[src/design/fpc_pkg.sv]
// ----------------------------------------------------------------------------
// fpc_pkg: shared types and constants of the footswitch press classifier
// Holds the event codes, the configuration register indexes, the layout of
// the configuration registers and the per-switch classifier state.
// ----------------------------------------------------------------------------
package fpc_pkg;

  // Number of footswitches and the width of a switch index.
  localparam int NUM_SWITCHES = 2;
  localparam int SW_IDX_W     = $clog2(NUM_SWITCHES);

  // Field widths.
  localparam int TIME_W   = 32;
  localparam int WINDOW_W = 16;
  localparam int COUNT_W  = 2;
  localparam int CFG_IDX_W  = 3;
  localparam int CFG_DATA_W = 16;

  // The press counter stops at this value.
  localparam logic [COUNT_W-1:0] COUNT_MAX = 2'd3;
  // A count at or above this value gives a double press.
  localparam logic [COUNT_W-1:0] COUNT_DOUBLE = 2'd2;

  // Configuration register indexes.
  localparam logic [CFG_IDX_W-1:0] CFG_CLASSIFIER_ENABLE = 3'd0;
  localparam logic [CFG_IDX_W-1:0] CFG_NORMAL_ENABLE     = 3'd1;
  localparam logic [CFG_IDX_W-1:0] CFG_DOUBLE_ENABLE     = 3'd2;
  localparam logic [CFG_IDX_W-1:0] CFG_LONG_ENABLE       = 3'd3;
  localparam logic [CFG_IDX_W-1:0] CFG_DOUBLE_WINDOW     = 3'd4;
  localparam logic [CFG_IDX_W-1:0] CFG_HOLD_TIME         = 3'd5;

  // Reset values of the timing registers.
  localparam logic [WINDOW_W-1:0] DOUBLE_WINDOW_RST = 16'd300;
  localparam logic [WINDOW_W-1:0] HOLD_TIME_RST     = 16'd2000;

  // Event codes reported on the result channel.
  typedef enum logic [1:0] {
    EV_NONE   = 2'd0,
    EV_NORMAL = 2'd1,
    EV_DOUBLE = 2'd2,
    EV_LONG   = 2'd3
  } press_event_t;

  // Configuration registers.
  typedef struct packed {
    logic                classifier_enable;
    logic                normal_event_enable;
    logic                double_event_enable;
    logic                long_event_enable;
    logic [WINDOW_W-1:0] double_window_ms;
    logic [WINDOW_W-1:0] hold_time_ms;
  } cfg_t;

  // State kept for one footswitch.
  typedef struct packed {
    logic               prev_edge;
    logic [TIME_W-1:0]  press_start_time;
    logic [TIME_W-1:0]  last_press_time;
    logic [COUNT_W-1:0] press_count;
    logic               long_fired;
  } sw_state_t;

  // One service call as held in the input register.
  typedef struct packed {
    logic [SW_IDX_W-1:0] switch_index;
    logic [TIME_W-1:0]   now_ms;
    logic                press_edge;
    logic                held_level;
    logic                both_physical_held;
  } call_t;

endpackage

[src/design/fpc_state.sv]
// ----------------------------------------------------------------------------
// fpc_state: per-switch state registers
// Holds the press tracking state of every footswitch, read at the switch
// being serviced and written back when its call moves to the result stage.
// ----------------------------------------------------------------------------
module fpc_state (
  input  logic                             clk,
  input  logic                             rst_n,
  input  logic [fpc_pkg::SW_IDX_W-1:0]     rd_sel,
  output fpc_pkg::sw_state_t               rd_state,
  input  logic                             wr_en,
  input  logic [fpc_pkg::SW_IDX_W-1:0]     wr_sel,
  input  fpc_pkg::sw_state_t               wr_state
);

  fpc_pkg::sw_state_t state_r [fpc_pkg::NUM_SWITCHES];

  // State update; reset clears every switch.
  always_ff @(posedge clk) begin
    if (!rst_n) begin
      for (int s = 0; s < fpc_pkg::NUM_SWITCHES; s++) begin
        state_r[s] <= '0;
      end
    end else if (wr_en) begin
      state_r[wr_sel] <= wr_state;
    end
  end

  // Read port for the switch in the input register.
  assign rd_state = state_r[rd_sel];

endmodule

[src/design/fpc_core.sv]
// ----------------------------------------------------------------------------
// fpc_core: press classification logic
// Given one service call and the state of its switch, works out the event
// and the switch's next state in a single combinational pass.
// ----------------------------------------------------------------------------
module fpc_core (
  input  fpc_pkg::cfg_t         cfg,
  input  fpc_pkg::call_t        call,
  input  fpc_pkg::sw_state_t    cur,
  output fpc_pkg::sw_state_t    nxt,
  output fpc_pkg::press_event_t press_event
);

  logic                          pressed;
  logic                          released;
  logic [fpc_pkg::TIME_W-1:0]    since_last;
  logic [fpc_pkg::TIME_W-1:0]    dur;
  logic                          in_window;
  logic                          hold_reached;
  fpc_pkg::sw_state_t            st;
  fpc_pkg::press_event_t         ev;

  // A press begins when the edge flag rises between two calls; it ends on
  // the first call after that with the flag clear.
  assign pressed  = call.press_edge && !cur.prev_edge;
  assign released = !call.press_edge && cur.prev_edge;

  // Time differences wrap modulo 2^32. A fresh press restarts the hold time.
  assign since_last   = call.now_ms - cur.last_press_time;
  assign in_window    = since_last <= {{(fpc_pkg::TIME_W-fpc_pkg::WINDOW_W){1'b0}},
                                       cfg.double_window_ms};
  assign dur          = pressed ? '0 : (call.now_ms - cur.press_start_time);
  assign hold_reached = dur >= {{(fpc_pkg::TIME_W-fpc_pkg::WINDOW_W){1'b0}},
                                cfg.hold_time_ms};

  // Classification, in the order press start, long hold, release.
  always_comb begin
    st = cur;
    ev = fpc_pkg::EV_NONE;

    if (pressed) begin
      st.press_start_time = call.now_ms;
      if (in_window) begin
        if (cur.press_count != fpc_pkg::COUNT_MAX) begin
          st.press_count = cur.press_count + 2'd1;
        end
      end else begin
        st.press_count = 2'd1;
      end
      st.last_press_time = call.now_ms;
      st.long_fired      = 1'b0;
    end

    // Long press fires once per press; suppressed while both are held.
    if (call.held_level && hold_reached && !st.long_fired) begin
      if (!call.both_physical_held && cfg.long_event_enable) begin
        ev = fpc_pkg::EV_LONG;
      end
      st.long_fired = 1'b1;
    end

    // Release of a press that did not fire a long event.
    if (released && !st.long_fired) begin
      if (st.press_count >= fpc_pkg::COUNT_DOUBLE) begin
        if (cfg.double_event_enable) begin
          ev = fpc_pkg::EV_DOUBLE;
        end
        st.press_count = '0;
      end else if (!hold_reached && cfg.normal_event_enable) begin
        ev = fpc_pkg::EV_NORMAL;
      end
    end

    st.prev_edge = call.press_edge;

    // A disabled classifier leaves the state alone and reports nothing.
    if (!cfg.classifier_enable) begin
      nxt         = cur;
      press_event = fpc_pkg::EV_NONE;
    end else begin
      nxt         = st;
      press_event = ev;
    end
  end

endmodule

[src/design/footswitch_press_classifier.sv]
// ----------------------------------------------------------------------------
// footswitch_press_classifier: two-switch press event classifier
// Turns service calls of two footswitches into normal, double and long
// press events.
//
//   Port group | Direction | Handshake        | Contents
//   in_        | input     | in_valid/stall   | switch, time, edge, held, both
//   out_       | output    | out_valid/stall  | press_event, one per call
//   cfg_       | input     | cfg_we           | register index and data
//
// A call lands in the input register at its input transfer; the classification
// pass then moves it into the result register, from which it transfers out.
// One item is accepted every cycle while the output does not stall; the
// per-switch state is written back as the item enters the result register,
// so the next call sees it at once. A stall on the output holds the result
// register and then the input register, after which in_stall rises. Reset is
// synchronous; it clears both stages and all switch state, and loads the
// configuration registers with their reset values.
// ----------------------------------------------------------------------------
module footswitch_press_classifier (
  input  logic                               clk,
  input  logic                               rst_n,
  // Input channel
  input  logic                               in_valid,
  output logic                               in_stall,
  input  logic [fpc_pkg::SW_IDX_W-1:0]       in_switch_index,
  input  logic [fpc_pkg::TIME_W-1:0]         in_now_ms,
  input  logic                               in_press_edge,
  input  logic                               in_held_level,
  input  logic                               in_both_physical_held,
  // Result channel
  output logic                               out_valid,
  input  logic                               out_stall,
  output logic [1:0]                         out_press_event,
  // Configuration port
  input  logic                               cfg_we,
  input  logic [fpc_pkg::CFG_IDX_W-1:0]      cfg_index,
  input  logic [fpc_pkg::CFG_DATA_W-1:0]     cfg_wdata
);

  fpc_pkg::cfg_t          cfg_r;
  fpc_pkg::call_t         s1_call_r;
  logic                   s1_vld_r;
  logic                   out_vld_r;
  fpc_pkg::press_event_t  out_event_r;
  logic                   out_free;
  logic                   s1_adv;
  logic                   in_xfer;
  fpc_pkg::sw_state_t     cur_state;
  fpc_pkg::sw_state_t     nxt_state;
  fpc_pkg::press_event_t  event_nxt;

  // Configuration registers.
  always_ff @(posedge clk) begin
    if (!rst_n) begin
      cfg_r.classifier_enable   <= 1'b0;
      cfg_r.normal_event_enable <= 1'b1;
      cfg_r.double_event_enable <= 1'b1;
      cfg_r.long_event_enable   <= 1'b1;
      cfg_r.double_window_ms    <= fpc_pkg::DOUBLE_WINDOW_RST;
      cfg_r.hold_time_ms        <= fpc_pkg::HOLD_TIME_RST;
    end else if (cfg_we) begin
      case (cfg_index)
        fpc_pkg::CFG_CLASSIFIER_ENABLE: cfg_r.classifier_enable   <= cfg_wdata[0];
        fpc_pkg::CFG_NORMAL_ENABLE:     cfg_r.normal_event_enable <= cfg_wdata[0];
        fpc_pkg::CFG_DOUBLE_ENABLE:     cfg_r.double_event_enable <= cfg_wdata[0];
        fpc_pkg::CFG_LONG_ENABLE:       cfg_r.long_event_enable   <= cfg_wdata[0];
        fpc_pkg::CFG_DOUBLE_WINDOW:     cfg_r.double_window_ms    <= cfg_wdata;
        fpc_pkg::CFG_HOLD_TIME:         cfg_r.hold_time_ms        <= cfg_wdata;
        default: ;
      endcase
    end
  end

  // Handshake: the result register takes a new item when empty or drained,
  // and the input register is free when empty or moving on.
  assign out_free = !out_vld_r || !out_stall;
  assign s1_adv   = s1_vld_r && out_free;
  assign in_stall = s1_vld_r && !out_free;
  assign in_xfer  = in_valid && !in_stall;

  // Input register.
  always_ff @(posedge clk) begin
    if (!rst_n) begin
      s1_vld_r <= 1'b0;
    end else if (in_xfer) begin
      s1_vld_r <= 1'b1;
    end else if (s1_adv) begin
      s1_vld_r <= 1'b0;
    end
  end

  always_ff @(posedge clk) begin
    if (in_xfer) begin
      s1_call_r.switch_index       <= in_switch_index;
      s1_call_r.now_ms             <= in_now_ms;
      s1_call_r.press_edge         <= in_press_edge;
      s1_call_r.held_level         <= in_held_level;
      s1_call_r.both_physical_held <= in_both_physical_held;
    end
  end

  // Per-switch state, updated as the call leaves the input register.
  fpc_state u_state (
    .clk      (clk),
    .rst_n    (rst_n),
    .rd_sel   (s1_call_r.switch_index),
    .rd_state (cur_state),
    .wr_en    (s1_adv),
    .wr_sel   (s1_call_r.switch_index),
    .wr_state (nxt_state)
  );

  // Classification pass.
  fpc_core u_core (
    .cfg         (cfg_r),
    .call        (s1_call_r),
    .cur         (cur_state),
    .nxt         (nxt_state),
    .press_event (event_nxt)
  );

  // Result register.
  always_ff @(posedge clk) begin
    if (!rst_n) begin
      out_vld_r <= 1'b0;
    end else if (out_free) begin
      out_vld_r <= s1_vld_r;
    end
  end

  always_ff @(posedge clk) begin
    if (s1_adv) begin
      out_event_r <= event_nxt;
    end
  end

  assign out_valid       = out_vld_r;
  assign out_press_event = out_event_r;

`ifndef NO_ASSERTIONS
  // A call that moves on always lands in the result register.
  a_adv_to_out: assert property (@(posedge clk) disable iff (!rst_n)
    s1_adv |=> out_vld_r)
    else $error("advancing call did not reach the result register");

  // A call held back by a stall is never dropped.
  a_s1_kept: assert property (@(posedge clk) disable iff (!rst_n)
    s1_vld_r && !s1_adv |=> s1_vld_r)
    else $error("stalled call lost from the input register");

  // The input side stalls only with a call waiting in the input register.
  a_stall_cause: assert property (@(posedge clk) disable iff (!rst_n)
    in_stall |-> s1_vld_r && out_vld_r && out_stall)
    else $error("input stalled without a blocked call");

  // A disabled classifier reports no event.
  a_disabled_none: assert property (@(posedge clk) disable iff (!rst_n)
    s1_adv && !cfg_r.classifier_enable |=> out_event_r == fpc_pkg::EV_NONE)
    else $error("event reported while the classifier is disabled");
`endif

endmodule
[config.mk]
export PLATFORM = sky130hd
export DESIGN_NAME = footswitch_press_classifier
export DESIGN_NICKNAME = d
export VERILOG_FILES = /design/src/design/fpc_pkg.sv /design/src/design/fpc_state.sv /design/src/design/fpc_core.sv /design/src/design/footswitch_press_classifier.sv
export SDC_FILE = /design/constraint.sdc
export NUM_CORES = 1
export LEC_CHECK = 0
export ABC_AREA = 0
export BUFFER_PORTS_ARGS = -buffer_cell sky130_fd_sc_hd__buf_2
export CAP_MARGIN = 20
export CORE_MARGIN = 3
export CORE_UTILIZATION = 35
export DETAILED_ROUTE_END_ITERATION = 6
export GPL_TIMING_DRIVEN = 0
export PLACE_DENSITY = 0.56
export SLEW_MARGIN = 20
export SYNTH_ARGS = -nofsm -noshare
export SYNTH_HDL_FRONTEND = slang
export SYNTH_SLANG_ARGS = --single-unit
[constraint.sdc]
create_clock -name clk -period 10.52 [get_ports clk]
set_input_delay 1.578 -clock clk [delete_from_list [all_inputs] [get_ports clk]]
set_output_delay 1.578 -clock clk [all_outputs]
set_load 0.01 [all_outputs]
==> flow_summary.yaml <==
outcome:
  outcome: "completed"
placement:
  gp_congestion: 0.964
  io_buffers: 61
  hpwlAfterDp_mm: 30.6
pwr:
  ir_drop_v: 0.000117
  p_leak_nw: 6.26
  cellPowerDensity_nw_per_um2: 160
worst_hold_path:
  whs_path_depth: 2
  holdCritStartpoint: "cfg_r[25]"
  worstHoldPathType: "flop to flop"
  holdPathEnd: "cfg_r[25]"
die:
  io_pins: 64
  fp.dieArea_sq_um: 41300
  initial_core_util_pct: 35.8
  dieWidth_um: 203
  fp.dieH_um: 203
  placementRows: 71
  coreArea_sq_um: 38000
layout:
  areaGrowthSynthToFinish_pct: 14.0
  diodes: 0
  drive_gt1_share_pct: 9.16
  fin_nets: 1699
  n_fill_cell: 3901
  postLayoutCoreUtil_pct: 40.8
logic_synthesis:
  yosys_warnings: 0
  postSynthCellCount: 1449
  ys_ff_latch: 213
  synthTopCellsByCount: "nor2_1, nand2_1, edfxtp_1"
  syn_area_sq_um: 13600
  synth-edff-count: 174
  synth.yosys.seq_area_share_pct: 44.1
  synth_top_area_share_pct: 38.4
  synth_nets: 1607
  synth_area_leaders: "edfxtp_1, ha_1, dfxtp_1"
  synth_top_area_cell: "edfxtp_1"
  synthDistinctLibCells: 81
  postSynthAreaPerCell_sq_um: 9.39
  yosysMostFrequentCell: "nor2_1"
  synth-async-reset-ratio_pct: 0
  ys_dominant_reg_cell: "edfxtp_1"
critical_path:
  worst_ep_required_time_ns: 10.81
  cpMostUsedCell: "clkbuf_1"
  r2r_cells: 22
  critPathBufInv: 3
  worstPathMaxFanout: 10
  crit_chain: "clkbuf_1 > clkbuf_1 > clkbuf_1 > mux2i_1 > ha_1 > and2_1 > a221o_1 > o21ai_0 > nand2_1 > xnor2_1 > nor2_1 > ha_1 > a21o_1 > a21o_1 > a21oi_1 > o21ai_0 > or3b_1 > nor4_1 > nand4_1 > a211oi_2 > nand2_1 > and3_1"
  arrival_ns: 7.79
  r2r_slack_ns: 3.01
  crit_slowest_cell: "clkbuf_1"
  crit_family: "compound AO/OA/AOI/OAI gates"
  critPathKind: "flop to flop"
  regToRegEndpoint: "u_state.state_r[1][1]"
  cp-end-kind: "flop"
  startpoint_type: "flop"
  critPathMaxStageDelay_ns: 0.77
  path_depth: 22
clocking:
  cts_made_buffers: 26
  clock-sinks: 213
  htree_levels: 1
  cts_resized: 0
  postCtsSetupRepairBufs: 0
  holdBufCountCts: 0
  clockBufferDepth: 3
  cts_tree: "built"
  clock_latency_ns: 0.55
  clock-root-buffer: "clkbuf_16"
  clk_pin_slew_ns: 0.06
timing:
  hold_slack_ns: 0.466
  skew_ns: 0.0195
  setup_violations: 0
  maxSlewViolCount: 0
  tns_ns: 0
  fin_crit_ns: 7.51
  worstMarginPinSlew_ns: 1.13
  timing.fmax_ghz: 0.133
  rsz0062_at_grt: "false"
  maxSlewHeadroom_pct: 24.3
  period_share_pct: 71.4
  hold_violations: 0
detailed_routing:
  drt-total-wl_mm: 40.1
  firstDrtPassIters: 5
  ant_nets: 0
  vias_per_cell: 5.38
  num_vias: 11100
  drc: 0
  drt_iter0_drc: 843
  wl_per_cell_um: 19.4
global_routing:
  grt.overflow.total: 0
  grt_pass1_wl_mm: 61.8
  grt_max_degree: 43
  grt_usage_pct: 19.0
  grt_pass1_vias: 10800
  antenna_found_initial: 1
job:
  maxCapViolCount: 0
tightest hold or removal path: stages, from the launching register on:
cell and delay, ns:
dfxtp_1 0.31, nand2_1 0.05, a21boi_0 0.06
flip-flops by register name, indices dropped and copies added (netlist names), named ones only:
name / count
s1_vld_r: 1
u_state.state_r: 136
out_press_event: 2
cfg_r: 36
out_valid: 1
s1_call_r: 36
metal layers:
layer  vias up  share of wire (%)  global-route usage [%]
met5         -                  0                       0
met4         0                2.8                    5.90
met3        61                5.0                    2.28
met2       284                 45                    30.2
met1      5336                 47                    27.2
li1       5466                  -                       -
kinds of logic after synthesis:
| family | count (synthesis) | share of synthesized area (%) |
|---|---|---|
| buf+inv | 123 | 3.92 |
| xor+xnor | 45 | 2.90 |
| compound gates | 351 | 16.5 |
| flops | 213 | 44.1 |
| fa+ha+maj | 98 | 9.12 |
| mux | 73 | 5.42 |
| simple gates | 546 | 18.0 |
through the flow:
step	area, sq um	setup slack (ns)	cells	total power, mW
CTS	15500	3.17	2072	2.50
detailed placement	14600	3.20	2024	1.58
finish	15500	3.01	2072	2.49
global placement	14600	3.17	2021	1.58
floorplan	13600	5.07	1449	1.41
global route	15500	2.65	2072	2.61
where the power goes:
part | total [mW] | internal [mW] | switching, mW
sequential | 0.979 | 0.953 | 0.0254
combinational | 0.594 | 0.228 | 0.366
clock | 0.915 | 0.546 | 0.370
total | 2.49 | 1.73 | 0.761
area by class of cell:
cell class / count / area, sq um / share of cell area (%)
inverter: 49 / 184 / 1.19
clock buffer: 36 / 743 / 4.79
multi-input combinational: 1113 / 7090 / 45.7
buffer: 74 / 349 / 2.25
sequential: 213 / 6010 / 38.7
timing repair buffer: 64 / 373 / 2.40
clock inverter: 12 / 123 / 0.791
tap: 511 / 639 / 4.12
cell usage in the layout, fill, tap and decap left out, drive strengths merged, types with 6 or more instances in the layout:
master  synthesis  routed
nor2          198     198
a31oi          12      12
nand2b         12      12
nor3           16      16
nor4            7       7
a21oi          77      77
buf            12      76
xor2           19      19
clkbuf         60      96
xnor2          26      26
edfxtp        174     174
dfxtp          39      39
nand4          27      27
or3             9       9
and2           10      10
nand3          20      20
and3           13      13
mux2i          68      68
o211ai         22      22
clkinv          0       6
a211oi          8       8
nor2b          13      13
a21boi         25      25
o21ai         113     113
a21o           30      30
o21a            7       7
nand2         194     194
ha             96      96
inv            49      53
worst max-delay path by stage:
stage / to / startpoint
after floorplan: u_state.state_r[0][1] / flop
after global placement: out_press_event[1] / flop
after detailed placement: out_press_event[0] / flop
after CTS: u_state.state_r[1][1] / flop
after global routing: out_press_event[1] / flop
final: u_state.state_r[1][1] / flop
(Power assumes the default switching activity.)
